$ cat src/rtl/u8u16_pkg.sv
`default_nettype none
// ----------------------------------------------------------------------------
// u8u16_pkg
// Shared types, constants and helpers of the UTF-8 to UTF-16 transcoder.
// ----------------------------------------------------------------------------
package u8u16_pkg;

    localparam logic [15:0] REPL_UNIT    = 16'hFFFD;
    localparam logic [15:0] SPACE_UNIT   = 16'h0020;
    localparam logic [7:0]  LEAD2_MIN    = 8'hC2;
    localparam logic [7:0]  LEAD4_MAX    = 8'hF4;
    localparam logic [20:0] CP_MAX       = 21'h10FFFF;
    localparam logic [20:0] SUPP_BASE    = 21'h010000;
    localparam logic [15:0] HI_SURR_BASE = 16'hD800;
    localparam logic [15:0] LO_SURR_BASE = 16'hDC00;

    // One command per input item that produces output: a run of replacement
    // units followed by up to two literal units.
    typedef struct packed {
        logic [2:0]  repl_cnt;
        logic [1:0]  tail_cnt;
        logic [15:0] tail0;
        logic [15:0] tail1;
        logic        last;
    } cmd_t;

    // Sequence length announced by a lead byte's bit pattern; zero for a byte that fits no lead pattern.
    function automatic logic [2:0] lead_len(input logic [7:0] b);
        logic [2:0] len;
        len = 3'd0;
        if (b[7] == 1'b0) begin
            len = 3'd1;
        end else if (b[7:5] == 3'b110) begin
            len = 3'd2;
        end else if (b[7:4] == 4'b1110) begin
            len = 3'd3;
        end else if (b[7:3] == 5'b11110) begin
            len = 3'd4;
        end
        return len;
    endfunction

    // True for a code point in the surrogate range.
    function automatic logic is_surrogate(input logic [15:0] cp);
        return cp[15:11] == 5'b11011;
    endfunction

endpackage
`default_nettype wire

$ cat src/rtl/u8u16_front.sv
`default_nettype none
// ----------------------------------------------------------------------------
// u8u16_front
// Accepts bytes, tracks the pending sequence and classifies each item into
// a command for the output side.
// ----------------------------------------------------------------------------
module u8u16_front (
    input  wire logic            aclk,
    input  wire logic            aresetn,
    input  wire logic            s_valid,
    output logic                 s_ready,
    input  wire logic [7:0]      s_in_byte,
    input  wire logic            s_final_byte,
    input  wire logic            q_full,
    output logic                 q_push,
    output u8u16_pkg::cmd_t      q_cmd
);

    logic [7:0]  held_reg [3];
    logic [7:0]  held_next [3];
    logic [1:0]  cnt_reg, cnt_next;
    logic [2:0]  exp_reg, exp_next;

    logic        accept;
    logic        is_cont;
    logic [2:0]  len;
    logic [15:0] fresh_unit;
    logic        fresh_hold;
    logic        take_fresh;
    logic        clear;
    logic [15:0] cp3;
    logic [20:0] cp4;
    logic [20:0] supp;
    u8u16_pkg::cmd_t cmd;

    assign s_ready = !q_full;
    assign accept  = s_valid && s_ready;
    assign is_cont = (s_in_byte[7:6] == 2'b10);
    assign len     = u8u16_pkg::lead_len(s_in_byte);

    assign cp3  = {held_reg[0][3:0], held_reg[1][5:0], s_in_byte[5:0]};
    assign cp4  = {held_reg[0][2:0], held_reg[1][5:0], held_reg[2][5:0], s_in_byte[5:0]};
    assign supp = cp4 - u8u16_pkg::SUPP_BASE;

    always_comb begin
        fresh_hold = 1'b0;
        fresh_unit = u8u16_pkg::REPL_UNIT;
        priority if (s_in_byte == 8'h00) begin
            fresh_unit = u8u16_pkg::SPACE_UNIT;
        end else if (len == 3'd0) begin
            fresh_unit = u8u16_pkg::REPL_UNIT;
        end else if (len == 3'd1) begin
            fresh_unit = {8'h00, s_in_byte};
        end else if (s_final_byte) begin
            fresh_unit = u8u16_pkg::REPL_UNIT;
        end else begin
            fresh_hold = 1'b1;
        end
    end

    always_comb begin
        cmd        = '0;
        cmd.last   = s_final_byte;
        held_next  = held_reg;
        cnt_next   = cnt_reg;
        exp_next   = exp_reg;
        clear      = 1'b0;
        take_fresh = 1'b0;

        if (cnt_reg != 2'd0) begin
            if (is_cont) begin
                if (({1'b0, cnt_reg} + 3'd1) >= exp_reg) begin
                    clear = 1'b1;
                    unique case (exp_reg)
                        3'd2: begin
                            if (held_reg[0] < u8u16_pkg::LEAD2_MIN) begin
                                cmd.repl_cnt = 3'd2;
                            end else begin
                                cmd.tail_cnt = 2'd1;
                                cmd.tail0    = {5'b0, held_reg[0][4:0], s_in_byte[5:0]};
                            end
                        end
                        3'd3: begin
                            if (u8u16_pkg::is_surrogate(cp3)) begin
                                cmd.repl_cnt = 3'd1;
                            end else begin
                                cmd.tail_cnt = 2'd1;
                                cmd.tail0    = cp3;
                            end
                        end
                        3'd4: begin
                            if (held_reg[0] > u8u16_pkg::LEAD4_MAX) begin
                                cmd.repl_cnt = 3'd4;
                            end else if (cp4[20:16] == 5'd0) begin
                                if (u8u16_pkg::is_surrogate(cp4[15:0])) begin
                                    cmd.repl_cnt = 3'd1;
                                end else begin
                                    cmd.tail_cnt = 2'd1;
                                    cmd.tail0    = cp4[15:0];
                                end
                            end else if (cp4 <= u8u16_pkg::CP_MAX) begin
                                cmd.tail_cnt = 2'd2;
                                cmd.tail0    = u8u16_pkg::HI_SURR_BASE | {6'b0, supp[19:10]};
                                cmd.tail1    = u8u16_pkg::LO_SURR_BASE | {6'b0, supp[9:0]};
                            end else begin
                                cmd.repl_cnt = 3'd1;
                            end
                        end
                        default: begin
                            cmd.repl_cnt = 3'd1;
                        end
                    endcase
                end else if (s_final_byte) begin
                    // Sequence cut short: one replacement per byte, this one included.
                    cmd.repl_cnt = {1'b0, cnt_reg} + 3'd1;
                    clear        = 1'b1;
                end else begin
                    if (cnt_reg == 2'd1) begin
                        held_next[1] = s_in_byte;
                    end else begin
                        held_next[2] = s_in_byte;
                    end
                    cnt_next = cnt_reg + 2'd1;
                end
            end else begin
                // Broken sequence: flush the held bytes, then treat this byte as new.
                cmd.repl_cnt = {1'b0, cnt_reg};
                clear        = 1'b1;
                take_fresh   = 1'b1;
            end
        end else begin
            take_fresh = 1'b1;
        end

        if (clear || s_final_byte) begin
            held_next[0] = 8'h00;
            held_next[1] = 8'h00;
            held_next[2] = 8'h00;
            cnt_next     = 2'd0;
            exp_next     = 3'd0;
        end

        if (take_fresh) begin
            if (fresh_hold) begin
                held_next[0] = s_in_byte;
                cnt_next     = 2'd1;
                exp_next     = len;
            end else begin
                cmd.tail_cnt = 2'd1;
                cmd.tail0    = fresh_unit;
            end
        end
    end

    assign q_cmd  = cmd;
    assign q_push = accept && ((cmd.repl_cnt != 3'd0) || (cmd.tail_cnt != 2'd0));

    always_ff @(posedge aclk) begin
        if (!aresetn) begin
            held_reg[0] <= 8'h00;
            held_reg[1] <= 8'h00;
            held_reg[2] <= 8'h00;
            cnt_reg     <= 2'd0;
            exp_reg     <= 3'd0;
        end else if (accept) begin
            held_reg <= held_next;
            cnt_reg  <= cnt_next;
            exp_reg  <= exp_next;
        end
    end

`ifndef SYNTHESIS
    a_fin_pushes: assert property (@(posedge aclk) disable iff (!aresetn)
        (accept && s_final_byte) |-> q_push)
        else $error("final item produced no command");
    a_fin_clears: assert property (@(posedge aclk) disable iff (!aresetn)
        (accept && s_final_byte) |=> (cnt_reg == 2'd0 && exp_reg == 3'd0))
        else $error("pending sequence survived a final item");
`endif

endmodule
`default_nettype wire

$ cat src/rtl/u8u16_queue.sv
`default_nettype none
// ----------------------------------------------------------------------------
// u8u16_queue
// Small command FIFO between the classifying front and the output back.
// ----------------------------------------------------------------------------
module u8u16_queue #(
    parameter int DEPTH = 4
) (
    input  wire logic            aclk,
    input  wire logic            aresetn,
    input  wire logic            push,
    input  wire u8u16_pkg::cmd_t push_cmd,
    output logic                 full,
    input  wire logic            pop,
    output logic                 head_valid,
    output u8u16_pkg::cmd_t      head_cmd
);

    // DEPTH must be a power of two so the pointers wrap on their own.
    localparam int PW = (DEPTH > 1) ? $clog2(DEPTH) : 1;
    localparam int CW = $clog2(DEPTH + 1);

    u8u16_pkg::cmd_t entry_reg [DEPTH];
    logic [PW-1:0]   wr_ptr_reg, rd_ptr_reg;
    logic [CW-1:0]   count_reg;

    assign full       = (count_reg == CW'(DEPTH));
    assign head_valid = (count_reg != '0);
    assign head_cmd   = entry_reg[rd_ptr_reg];

    always_ff @(posedge aclk) begin
        if (push) begin
            entry_reg[wr_ptr_reg] <= push_cmd;
        end
    end

    always_ff @(posedge aclk) begin
        if (!aresetn) begin
            wr_ptr_reg <= '0;
            rd_ptr_reg <= '0;
            count_reg  <= '0;
        end else begin
            if (push) begin
                wr_ptr_reg <= wr_ptr_reg + PW'(1);
            end
            if (pop) begin
                rd_ptr_reg <= rd_ptr_reg + PW'(1);
            end
            if (push && !pop) begin
                count_reg <= count_reg + CW'(1);
            end else if (pop && !push) begin
                count_reg <= count_reg - CW'(1);
            end
        end
    end

`ifndef SYNTHESIS
    a_no_overflow: assert property (@(posedge aclk) disable iff (!aresetn)
        push |-> !full)
        else $error("command queue overflow");
    a_no_underflow: assert property (@(posedge aclk) disable iff (!aresetn)
        pop |-> head_valid)
        else $error("command queue underflow");
`endif

endmodule
`default_nettype wire

$ cat src/rtl/u8u16_back.sv
`default_nettype none
// ----------------------------------------------------------------------------
// u8u16_back
// Expands commands into UTF-16 code units in the output register, one per
// cycle while m_ready does not stall it.
// ----------------------------------------------------------------------------
module u8u16_back (
    input  wire logic            aclk,
    input  wire logic            aresetn,
    input  wire logic            head_valid,
    input  wire u8u16_pkg::cmd_t head_cmd,
    output logic                 pop,
    output logic                 m_valid,
    input  wire logic            m_ready,
    output logic [15:0]          m_code_unit,
    output logic                 m_end_of_string
);

    logic        active_reg, active_next;
    logic [2:0]  repl_left_reg, repl_left_next;
    logic [1:0]  tail_left_reg, tail_left_next;
    logic [15:0] tail0_reg, tail0_next;
    logic [15:0] tail1_reg, tail1_next;
    logic        last_reg, last_next;
    logic        valid_reg, valid_next;
    logic [15:0] code_reg, code_next;
    logic        eos_reg, eos_next;

    logic out_ok;
    logic emit;
    logic last_unit;

    assign out_ok    = !valid_reg || m_ready;
    assign emit      = active_reg && out_ok;
    assign last_unit = (repl_left_reg == 3'd1 && tail_left_reg == 2'd0)
                    || (repl_left_reg == 3'd0 && tail_left_reg == 2'd1);
    assign pop       = head_valid && (!active_reg || (emit && last_unit));

    always_comb begin
        active_next    = active_reg;
        repl_left_next = repl_left_reg;
        tail_left_next = tail_left_reg;
        tail0_next     = tail0_reg;
        tail1_next     = tail1_reg;
        last_next      = last_reg;
        valid_next     = valid_reg;
        code_next      = code_reg;
        eos_next       = eos_reg;

        if (emit) begin
            valid_next = 1'b1;
            eos_next   = last_reg && last_unit;
            if (repl_left_reg != 3'd0) begin
                code_next      = u8u16_pkg::REPL_UNIT;
                repl_left_next = repl_left_reg - 3'd1;
            end else begin
                code_next      = tail0_reg;
                tail0_next     = tail1_reg;
                tail_left_next = tail_left_reg - 2'd1;
            end
            if (last_unit) begin
                active_next = 1'b0;
            end
        end else if (m_ready) begin
            valid_next = 1'b0;
        end

        if (pop) begin
            active_next    = 1'b1;
            repl_left_next = head_cmd.repl_cnt;
            tail_left_next = head_cmd.tail_cnt;
            tail0_next     = head_cmd.tail0;
            tail1_next     = head_cmd.tail1;
            last_next      = head_cmd.last;
        end
    end

    always_ff @(posedge aclk) begin
        if (!aresetn) begin
            active_reg <= 1'b0;
            valid_reg  <= 1'b0;
        end else begin
            active_reg <= active_next;
            valid_reg  <= valid_next;
        end
        repl_left_reg <= repl_left_next;
        tail_left_reg <= tail_left_next;
        tail0_reg     <= tail0_next;
        tail1_reg     <= tail1_next;
        last_reg      <= last_next;
        code_reg      <= code_next;
        eos_reg       <= eos_next;
    end

    assign m_valid         = valid_reg;
    assign m_code_unit     = code_reg;
    assign m_end_of_string = eos_reg;

`ifndef SYNTHESIS
    a_active_has_work: assert property (@(posedge aclk) disable iff (!aresetn)
        active_reg |-> (repl_left_reg != 3'd0 || tail_left_reg != 2'd0))
        else $error("active command with no units left");
    a_cmd_size: assert property (@(posedge aclk) disable iff (!aresetn)
        pop |-> ((head_cmd.repl_cnt + 3'(head_cmd.tail_cnt)) != 3'd0
              && (head_cmd.repl_cnt + 3'(head_cmd.tail_cnt)) <= 3'd4))
        else $error("command size out of range");
`endif

endmodule
`default_nettype wire

$ cat src/rtl/utf8_to_utf16_sanitizing_transcoder.sv
`default_nettype none
// An accepted byte passes through the command queue and the back's command
// registers before its first code unit reaches m_valid. Input takes one byte
// per cycle while the command queue has room; the output register sends one
// code unit per cycle unless m_ready stalls it, and a byte produces at most
// four units. Reset (aresetn low at a clock edge) empties the queue, drops any
// pending partial sequence and clears m_valid; no clearing pass is needed.
// ----------------------------------------------------------------------------
// utf8_to_utf16_sanitizing_transcoder
// UTF-8 byte stream to UTF-16 code units, with U+FFFD for malformed input.
// ----------------------------------------------------------------------------
module utf8_to_utf16_sanitizing_transcoder #(
    parameter int QUEUE_DEPTH = 4
) (
    input  wire logic        aclk,
    input  wire logic        aresetn,
    input  wire logic        s_valid,
    output logic             s_ready,
    input  wire logic [7:0]  s_in_byte,
    input  wire logic        s_final_byte,
    output logic             m_valid,
    input  wire logic        m_ready,
    output logic [15:0]      m_code_unit,
    output logic             m_end_of_string
);

    // The front classifies each item against the pending multi-byte sequence
    // and, when the item produces output, pushes one command: a count of
    // replacement units followed by zero, one or two literal units, plus the
    // end-of-string flag. Items that only extend a sequence push nothing.
    // The queue lets the front keep taking bytes while the back is still
    // draining a multi-unit command or the consumer is stalling.
    logic            q_full;
    logic            q_push;
    logic            q_pop;
    logic            q_head_valid;
    u8u16_pkg::cmd_t q_push_cmd;
    u8u16_pkg::cmd_t q_head_cmd;

    u8u16_front u_front (
        .aclk         (aclk),
        .aresetn      (aresetn),
        .s_valid      (s_valid),
        .s_ready      (s_ready),
        .s_in_byte    (s_in_byte),
        .s_final_byte (s_final_byte),
        .q_full       (q_full),
        .q_push       (q_push),
        .q_cmd        (q_push_cmd)
    );

    // Depth must be a power of two, at least two.
    u8u16_queue #(
        .DEPTH (QUEUE_DEPTH)
    ) u_queue (
        .aclk       (aclk),
        .aresetn    (aresetn),
        .push       (q_push),
        .push_cmd   (q_push_cmd),
        .full       (q_full),
        .pop        (q_pop),
        .head_valid (q_head_valid),
        .head_cmd   (q_head_cmd)
    );

    // The back loads the next command in the same cycle that it sends the
    // last unit of the current one, so back-to-back commands leave no bubble.
    u8u16_back u_back (
        .aclk            (aclk),
        .aresetn         (aresetn),
        .head_valid      (q_head_valid),
        .head_cmd        (q_head_cmd),
        .pop             (q_pop),
        .m_valid         (m_valid),
        .m_ready         (m_ready),
        .m_code_unit     (m_code_unit),
        .m_end_of_string (m_end_of_string)
    );

endmodule
`default_nettype wire
$ cat config.mk
export PLATFORM = sky130hd
export DESIGN_NAME = utf8_to_utf16_sanitizing_transcoder
export DESIGN_NICKNAME = d
export VERILOG_FILES = /design/src/rtl/u8u16_pkg.sv /design/src/rtl/u8u16_front.sv /design/src/rtl/u8u16_queue.sv /design/src/rtl/u8u16_back.sv /design/src/rtl/utf8_to_utf16_sanitizing_transcoder.sv
export SDC_FILE = /design/constraint.sdc
export NUM_CORES = 1
export LEC_CHECK = 0
export CAP_MARGIN = 10
export CORE_ASPECT_RATIO = 1.5
export CORE_MARGIN = 2
export CORE_UTILIZATION = 55
export CTS_CLUSTER_SIZE = 14
export DETAILED_ROUTE_END_ITERATION = 16
export DONT_BUFFER_PORTS = 1
export PLACE_DENSITY = 0.68
export SYNTH_ARGS = -nofsm -noshare
export SYNTH_HDL_FRONTEND = slang
export SYNTH_SLANG_ARGS = --single-unit
$ cat constraint.sdc
create_clock -name aclk -period 4.41 [get_ports aclk]
set_input_delay 0.6615 -clock aclk [delete_from_list [all_inputs] [get_ports aclk]]
set_output_delay 0.6615 -clock aclk [all_outputs]
set_load 0.02 [all_outputs]
### Word level (Yosys, flattened, before mapping)

Memory sizes are Yosys's and may differ from the RTL's. A register that Yosys moved wholly into a read port is not among the register bits.
Cells that the tools add are included.

* register bits: 89
* bits in latches: 0
* memory bits (writable): 152
* bits in read-only memories: 0
* input bits: 13
* output and inout port bits: 19
* logic and storage cells: 171
* memories kept: 1

Memories
* u_queue.entry_reg: depth 4, bits a word 38, rd ports 1, clocked after Yosys merged registers in 1, write ports 1, RTL line u8u16_queue.sv:23 `u8u16_pkg::cmd_t entry_reg [DEPTH];`

* add/subtract/negate cells: 9
* $mul: 0
* divide/modulo/power cells: 0
* order comparisons: 4
* eq/ne operators: 18
* shifts and indexed selects: 0
* multiplexer cells: 79
* bitwise logic cells: 0
* reductions and logical operators: 43

Operator list (count)
* two-way mux 16 bit: 12
* two-way mux 34 bit: 4
* case mux 18 bit (3 select lines): 1
* two-way mux 17 bit: 3
* two-way mux 3 bit: 16
* two-way mux 37 bit: 1
* two-way mux 18 bit: 2
* two-way mux 8 bit: 4
* two-way mux 2 bit: 13
* two-way mux 24 bit: 1
* less-or-equal comparator 21 bit (second input constant): 1
* two-way mux 21 bit: 1
* two-way mux 1 bit: 20
* nonzero test 2 bit: 10
* subtractor 20 x 17 -> 20 bit (second input constant): 1
* equality test 5 bit (second input constant): 3
* AND reduction 6 bit: 2
* logical AND 1 bit: 10
* equality test 3 bit (second input constant): 3
* case mux 3 bit (3 select lines): 1
* nonzero test 3 bit: 3
* greater-than comparator 8 bit (second input constant): 1
* logical NOT 8 bit: 1
* < comparator 8 bit (second input constant): 1
* 19 further kinds: 38

### Longest topological paths before layout

Gate-level depths: netlist of run 1.

* word-level depth: 18
* gate-level depth with buffers: 16
* gate-level depth less buffers: 16

### Cells and area by module

Synthesis of run 1 repeated with hierarchy kept, for this count alone.

* cell total of the unflattened synthesis: 645
* area, all modules: 10358.7 µm²

Modules (own cells, without submodules)
* u8u16_queue: instances 1, cells each 241, area each 5944.5 µm², sequential area each 4744.6 µm²
* u8u16_back: instances 1, cells each 126, area each 2348.5 µm², sequential area each 1691.6 µm²
* u8u16_front: instances 1, cells each 278, area each 2065.7 µm², sequential area each 500.5 µm²

### Worst setup path before layout of run 1

Ideal clock, no wire load.

* path type: reg-to-reg
* from: reg u_front.cnt_reg[0]
* to: reg u_queue.count_reg[2]
* library setup time: 0.076 ns
* arrival: 3.590 ns
* required time: 4.334 ns
* path slack: 0.745 ns
* cell stages (with the launch flop): 16
* path buffers: 1
* period minus slack after synthesis: 3.665 ns
* cells stage by stage: dfxtp_1 -> inv_1 -> ha_1 -> ha_1 -> a21o_1 -> a31oi_1 -> buf_4 -> a32oi_1 -> a311o_1 -> a41oi_4 -> ha_1 -> inv_1 -> fa_1 -> xor2_1 -> or3_1 -> a21boi_0

* word-level cells in the longest chain between the ends: 13
* elaborated cells on any way between the ends: 21
* those cells by class: add/sub (1); order compare (1); mux (10); reduce/logical (9)

RTL lines
* start, declared: RTL line u8u16_front.sv:21 `logic [1:0] cnt_reg, cnt_next;`
* start signal, assigned: RTL line u8u16_front.sv:167 `cnt_reg <= cnt_next;`
* adder 2 x 1 -> 3 bit: RTL line u8u16_front.sv:72, u8u16_front.sv:115
* greater-or-equal comparator 3 bit: RTL line u8u16_front.sv:72 `if (({1'b0, cnt_reg} + 3'd1) >= exp_reg) begin`
* two-way mux 34 bit: RTL line u8u16_front.sv:72
* two-way mux 34 bit: RTL line u8u16_front.sv:71 `if (is_cont) begin`
* two-way mux 37 bit: RTL line u8u16_front.sv:70 `if (cnt_reg != 2'd0) begin`
* two-way mux 18 bit: RTL line u8u16_front.sv:144 `if (fresh_hold) begin`
* two-way mux 18 bit: RTL line u8u16_front.sv:143 `if (take_fresh) begin`
* nonzero test 2 bit: RTL line u8u16_front.sv:156 `assign q_push = accept && ((cmd.repl_cnt != 3'd0) || (cmd.tail_cnt != 2'd0));`
* logical OR 1 bit *: RTL line u8u16_front.sv:156
* logical AND 1 bit *: RTL line u8u16_front.sv:156
* via q_push: RTL line utf8_to_utf16_sanitizing_transcoder.sv:34 `logic q_push;`
* logical NOT 1 bit: RTL line u8u16_queue.sv:51 `end else if (pop && !push) begin`
* logical AND 1 bit: RTL line u8u16_queue.sv:51
* nonzero test 2 bit (no source line)
* end signal, assigned: RTL line u8u16_queue.sv:50 `count_reg <= count_reg + CW'(1);`
* end signal, assigned: RTL line u8u16_queue.sv:52 `count_reg <= count_reg - CW'(1);`
* end, declared: RTL line u8u16_queue.sv:25 `logic [CW-1:0] count_reg;`

The timed path passes the listed nets; every way through them passes the cells marked *.
A chain may end at the register's enable or synchronous reset.

### Final worst setup path of run 1

Same ends and word-level chain as after synthesis.

==> results.txt, run 1 <==
Post-synthesis sequential area ratio = 0.6581
Die Ht = 164.1 µm
Leakage power = 3.359 nW
PwrDens = 562.8 nW/µm²
MaxCap Viol Count = 0
Nets = 648
Least-Margin Pin Slew = 1.021 ns
Share of layout cells above drive strength 1 = 0.1722
DP Area = 9629 µm²
TritonCTS clock tree = yes
Netlist cell types = 79
Clk_lat worst skew = 0.48 ns
Yosys reg bits = 218
TritonCTS Buffers = 21
CTS max path bufs = 3
Syn Inst Count = 608
Fin crit share = 0.9226
Routed WL per cell = 22.47 µm
Number of synthesized flops with an enable pin = 182
Setup_tns = 0 ns
Gr ovfl total = 0
Vias in the first global route = 5394
Commonest non-fill, non-tap cell in the layout = edfxtp_1
Hold_buf cts = 0
Final Wtd Congestion = 0.9106
Endpoints failing setup = 0
Row count = 58
Core Box Area = 16760 µm²
Layout Skew = 0.01066 ns
Final HPWL DP = 12840 µm
Endpoints failing hold = 0
Hold_sp = s_final_byte
All-Layer GR Usage = 0.2114
Antenna-violating nets left = 0
Post-CTS Resized = 0
Clock slew at reported path FFs = 0.06 ns
Final Slew Violations = 0
Worst setup EP type = register
Htree depth = 1
I/O pins = 32
Most frequent cells in the layout = edfxtp_1 (182), dfxtp_1 (35), mux4_2 (33)
Unrepaired setup endpoints after global routing = false
Fin crit period = 4.069 ns
Hold Path End = u_queue.entry_reg[1][0]$_DFFE_PP_
N_diodes = 0
Share of the synthesized area in the top cell type = 0.5814
Area grow syn2layout = 9.184%
Worst Path Required = 4.82 ns
Yosys top cell by area = edfxtp_1
TritonCTS Sinks = 218
Final instance area = 10260 µm²
Avg Cell Area, Syn = 15.46 µm²
Startpoint Class = register
Post-synth ARST share = 0
Crit path kind = register to register
Die area = 18170 µm²
Worst Hold Depth = 0
Ys flop type = edfxtp_1
Worst Hold Class = primary input to register
RR Startpoint = u_front.cnt_reg[0]$_SDFFE_PN0P_
R2r endpoint = u_queue.count_reg[2]$_SDFFE_PN0P_
Die X = 110.7 µm
Max VDD drop = 0.4151 mV
Fmax = 245.8 MHz
Vias per std cell = 6.042
Crit. Startpoint = u_front.cnt_reg[0]$_SDFFE_PN0P_
First DRT Iteration DRCs = 265
Cell area after synthesis = 9400 µm²
Data arrival, critical path = 4.48 ns
Pwr Total = 5.777 mW
Drt first pass iters = 4
FF-to-FF path depth = 15
Status = finished clean
Yosys Warn Count = 0
Max reg flops = 132
Clk root buf = clkbuf_16
Antenna violations before repair = 0
Port bufs = 0
Initial Util = 0.5608
Largest net degree at the start of global routing = 38
Syn_nets = 641
Area contributors post-synth = edfxtp_1 (58%), mux4_2 (7.9%), dfxtp_1 (7.7%)
Post-CTS setup buffers = 0
R2r setup slk = 0.34 ns
First-pass GRT wire length = 29750 µm
DRC violations left = 0
Slew headroom = 0.3195
Routed WL = 18810 µm
Vias = 5057
Fill count = 1234
Critical Path Fanout Max = 21
## layer usage
layer,GRT usage,part of all wire,vias to the layer above
met3,0.03137,0.036,32
li1,-,-,2344
met1,0.2475,0.39,2546
met4,0.07841,0.032,0
met5,0,0,-
met2,0.3946,0.54,135
## Yosys cell counts, types with 3 or more instances
| master | number |
|---|---|
| inv_1 | 25 |
| o21a_1 | 4 |
| mux4_2 | 33 |
| a21oi_1 | 16 |
| o2bb2ai_1 | 3 |
| a22oi_1 | 10 |
| o221ai_1 | 3 |
| nor4_1 | 3 |
| nand2_1 | 21 |
| nor2_1 | 21 |
| and2_1 | 24 |
| clkbuf_1 | 16 |
| edfxtp_1 | 182 |
| nor3_1 | 4 |
| dfxtp_1 | 36 |
| nor2b_1 | 25 |
| mux2_2 | 10 |
| a222oi_1 | 5 |
| xnor2_1 | 6 |
| nand4_1 | 5 |
| nand3_1 | 3 |
| nand2b_1 | 18 |
| and3_1 | 3 |
| ha_1 | 19 |
| mux2i_1 | 15 |
| buf_4 | 3 |
| a21boi_0 | 6 |
| buf_2 | 5 |
| o21ai_0 | 18 |
| a21o_1 | 5 |
## power breakdown
group,switching [mW],internal (mW)
logic,0.618,0.569
clock network,0.698,0.955
registers,0.226,2.71
total,1.54,4.23
## worst max path at each step
stage                                   endpoint  slack [ns]  depth (start not counted)
2_1_floorplan  u_queue.count_reg[2]$_SDFFE_PN0P_        0.74                         15
3_3_place_gp   u_queue.count_reg[2]$_SDFFE_PN0P_        0.46                         14
5_1_grt        u_queue.count_reg[2]$_SDFFE_PN0P_        0.12                         15
4_1_cts        u_queue.count_reg[2]$_SDFFE_PN0P_        0.26                         14
6_report       u_queue.count_reg[2]$_SDFFE_PN0P_        0.34                         15
3_5_place_dp   u_queue.count_reg[2]$_SDFFE_PN0P_        0.27                         14
## kinds of logic after synthesis
logic type | share of synthesized area
AO/OA/AOI/OAI | 0.07734
flip-flops | 0.6581
multiplexers | 0.1070
XOR/XNOR | 0.006522
buffers and inverters | 0.02662
AND/OR/NAND/NOR | 0.09703
adder cells (fa/ha/maj) | 0.02742
## metrics by stage
stage,util,setup WS [ns],hold slack (ns),cells
finish,0.6123,0.3413,0.2737,837
global route,0.6123,0.1169,0.2523,837
detailed placement,0.5744,0.2703,0.4873,802
floorplan,-,0.7446,0.4635,608
CTS,0.6119,0.2617,0.2553,837
global placement,0.5744,0.4596,0.4798,802
## final cells by class
class | count | area (µm²) | area share
Tap cell | 210 | 262.8 | 0.02560
Timing Repair Buffer | 13 | 97.59 | 0.009509
Clock buffer | 29 | 565.5 | 0.05510
Multi-Input combinational cell | 334 | 2984 | 0.2907
Inverter | 27 | 103.9 | 0.01012
Clock inverter | 6 | 62.56 | 0.006095
Sequential cell | 218 | 6187 | 0.6028
## worst max-delay path: stages, from the launching register on
cell      delay (ns)
dfxtp_1         0.42
inv_1           0.12
ha_1            0.35
ha_1            0.31
a31oi_2         0.21
nor4b_2         0.45
nand3_4         0.17
inv_4           0.21
a41oi_2         0.08
a41oi_4         0.36
ha_1            0.24
inv_1           0.06
fa_1            0.38
xor2_1          0.18
or3_1           0.30
a21boi_0        0.16
Note: power is estimated with default switching activity, not from simulation.
==> inputs of run 2 (changes only) <==
==> constraint.sdc (replaced) <==
create_clock -name aclk -period 4.41 [get_ports aclk]
set_input_delay 0.2205 -clock aclk [delete_from_list [all_inputs] [get_ports aclk]]
set_output_delay 0.2205 -clock aclk [all_outputs]
set_load 0.02 [all_outputs]
==> run 2 against run 1 <==
  * Utilization up 0.46 points
  * Via count up 0.89%
  * Count of clock-buffer cells in the layout down 1
  * Worst hold slack worse by 0.27 ns
  * Clock skew down 0.0012 ns
  * Fmax about the same
  * Critical path depth unchanged
  * First-iteration DRC count down 0.75%
  * Cell area up 0.76%
  * Total power down 0.86%
  * Die area unchanged
  * Critical endpoint unchanged
  * Largest cell class unchanged
  * Largest power group unchanged
  * Highest routed layer unchanged
==> results.txt, run 2 (synthesis gave the netlist of run 1 again) <==
Hold Path End = u_queue.entry_reg[0][6]$_DFFE_PP_
Vias = 5102
CP most frequent cell = ha_1
Routed WL per cell = 22.04 µm
Antenna-violating nets left = 0
PwrDens = 553.8 nW/µm²
Row count = 58
Clk root buf = clkbuf_16
Data arrival, critical path = 4.47 ns
Hold_sp = s_in_byte[5]
Met3 wire len = 683 µm
Routed WL = 18670 µm
Most frequent cells in the layout = edfxtp_1 (182), dfxtp_1 (35), mux4_2 (33)
Slowest-stage cell, CP = nor4b_2
Antenna violations before repair = 0
Wl on met1 = 7312 µm
Combinational cell fraction of total power = 0.209
Worst Hold Depth = 1
Pwr Total = 5.727 mW
Setup slack after layout = 0.3388 ns
Clk_lat worst skew = 0.48 ns
Area grow syn2layout = 10.01%
Nets = 658
Max VDD drop = 0.3419 mV
Unrepaired setup endpoints after global routing = false
Fin crit share = 0.9232
Die area = 18170 µm²
All-Layer GR Usage = 0.2092
MaxCap Viol Count = 0
R2r endpoint = u_queue.count_reg[2]$_SDFFE_PN0P_
Setup_tns = 0 ns
Htree depth = 1
DRC violations left = 0
Endpoints failing hold = 0
Final Slew Violations = 0
P_sw = 1.548 mW
Endpoints failing setup = 0
Drt first pass iters = 7
Leakage power = 3.388 nW
Pre-CTS WS = 0.2116 ns
Sw Ratio = 0.2703
Max layer used = met4
Commonest non-fill, non-tap cell in the layout = edfxtp_1
Final HPWL DP = 12720 µm
Met2 wire length = 10190 µm
CP cell instances = inv_1 > ha_1 > ha_1 > a31oi_2 > nor4b_2 > nand3_4 > inv_4 > a41oi_2 > a41oi_4 > ha_1 > inv_1 > fa_1 > xor2_1 > or3_1 > a21boi_0
FF-to-FF path depth = 15
Max reg flops = 132
TritonCTS Buffers = 21
Clock slew at reported path FFs = 0.06 ns
CTS max path bufs = 3
TritonCTS Sinks = 218
Power share of the sequential group = 0.512
First DRT Iteration DRCs = 263
R2r setup slk = 0.34 ns
RR Startpoint = u_front.cnt_reg[0]$_SDFFE_PN0P_
Vias per std cell = 6.024
Layout Skew = 0.009435 ns
Cell Int Power = 4.179 mW
Fmax = 245.6 MHz
Final Wtd Congestion = 0.9656
TritonCTS clock tree = yes
Worst Hold Class = primary input to register
Least-Margin Pin Slew = 1.080 ns
Critical Path Fanout Max = 21
Clock share of power = 0.279
Vias in the first global route = 5343
N_diodes = 0
Port bufs = 0
Family with the most delay on the worst path = adder cells
Fin crit period = 4.071 ns
Die Ht = 164.1 µm
Slew headroom = 0.2779
First-pass GRT wire length = 29310 µm
I/O pins = 32
Worst setup EP type = register
Crit. path cell count = 15
Crit path largest cell delay = 0.43 ns
Die X = 110.7 µm
Status = finished clean
Worst Path Required = 4.81 ns
Gr ovfl total = 0
Startpoint Class = register
Crit path kind = register to register
Core Box Area = 16760 µm²
Share of layout cells above drive strength 1 = 0.1695
Initial Util = 0.5608
Worst Path Buf+Inv = 3
Largest net degree at the start of global routing = 38
[run 2: cell types whose count changed in the layout (fill, tap and decap cells not counted)]
| cell | delta |
|---|---|
| dlygate4sd3_1 | +11 |
| clkbuf_1 | -1 |
| bufinv_16 | -1 |
| buf_4 | -1 |
| clkinv_2 | +2 |
| clkinvlp_4 | +1 |
| clkinv_4 | -1 |
[run 2: worst reg2reg max path: stages, from the launching register on]
cell      delay, ns
dfxtp_1        0.41
inv_1          0.11
ha_1           0.35
ha_1           0.31
a31oi_2        0.22
nor4b_2        0.44
nand3_4        0.17
inv_4          0.20
a41oi_2        0.08
a41oi_4        0.36
ha_1           0.23
inv_1          0.06
fa_1           0.37
xor2_1         0.18
or3_1          0.31
a21boi_0       0.20
[run 2: how the worst max path moves through the flow]
stage,from,to,slack (ns)
after CTS,u_front.cnt_reg[0]$_SDFFE_PN0P_,u_queue.count_reg[2]$_SDFFE_PN0P_,0.19
after detailed placement,u_front.cnt_reg[0]$_SDFFE_PN0P_,u_queue.count_reg[2]$_SDFFE_PN0P_,0.21
final,u_front.cnt_reg[0]$_SDFFE_PN0P_,u_queue.count_reg[2]$_SDFFE_PN0P_,0.34
after floorplan,u_front.cnt_reg[0]$_SDFFE_PN0P_,u_queue.count_reg[2]$_SDFFE_PN0P_,0.74
after global placement,u_front.cnt_reg[0]$_SDFFE_PN0P_,u_queue.count_reg[2]$_SDFFE_PN0P_,0.44
after global routing,u_front.cnt_reg[0]$_SDFFE_PN0P_,u_queue.count_reg[2]$_SDFFE_PN0P_,0.08
[run 2: power by group through the flow]
stage / registers (mW) / logic, mW / clock network, mW
final: 2.93 / 1.20 / 1.60
after global routing: 2.98 / 1.32 / 1.72
after CTS: 2.94 / 1.22 / 1.63
after detailed placement: 2.99 / 1.21 / 0
after global placement: 2.96 / 1.17 / 0
after floorplan: 2.85 / 0.986 / 0
[run 2: through the flow]
stage | utilization | hold slack (ns) | cell area, µm² | cells
finish | 0.6169 | 0.006608 | 10340 | 847
global route | 0.6169 | 0.007769 | 10340 | 847
CTS | 0.6165 | 0.004150 | 10330 | 847
detailed placement | 0.5740 | 0.3215 | 9622 | 801
global placement | 0.5740 | 0.3213 | 9622 | 801
floorplan | - | 0.3194 | 9400 | 608
[run 2: cell type report]
cell class	count	area, µm²
fillers	1249	6422
clock inverters	7	41.29
well taps	210	262.8
inverters	27	103.9
repair buffers	23	200.2
flip-flops and latches	218	6187
clock buffers	28	561.8
multi-input cells	334	2984
[run 2: repair_timing]
action / 4_1_cts / 5_1_grt
hold buffers: 11 / 0
hold endpoints to repair: 40 / 0
endpoints found under the setup margin: 0 / 1
setup buffers: 0 / 0
gates resized for setup: 0 / 1
[run 2: metal layers]
metal | GRT usage | vias up
met2 | 0.3968 | 133
met3 | 0.02731 | 32
li1 | - | 2372
met4 | 0.07045 | 0
met1 | 0.2448 | 2565
met5 | 0 | -
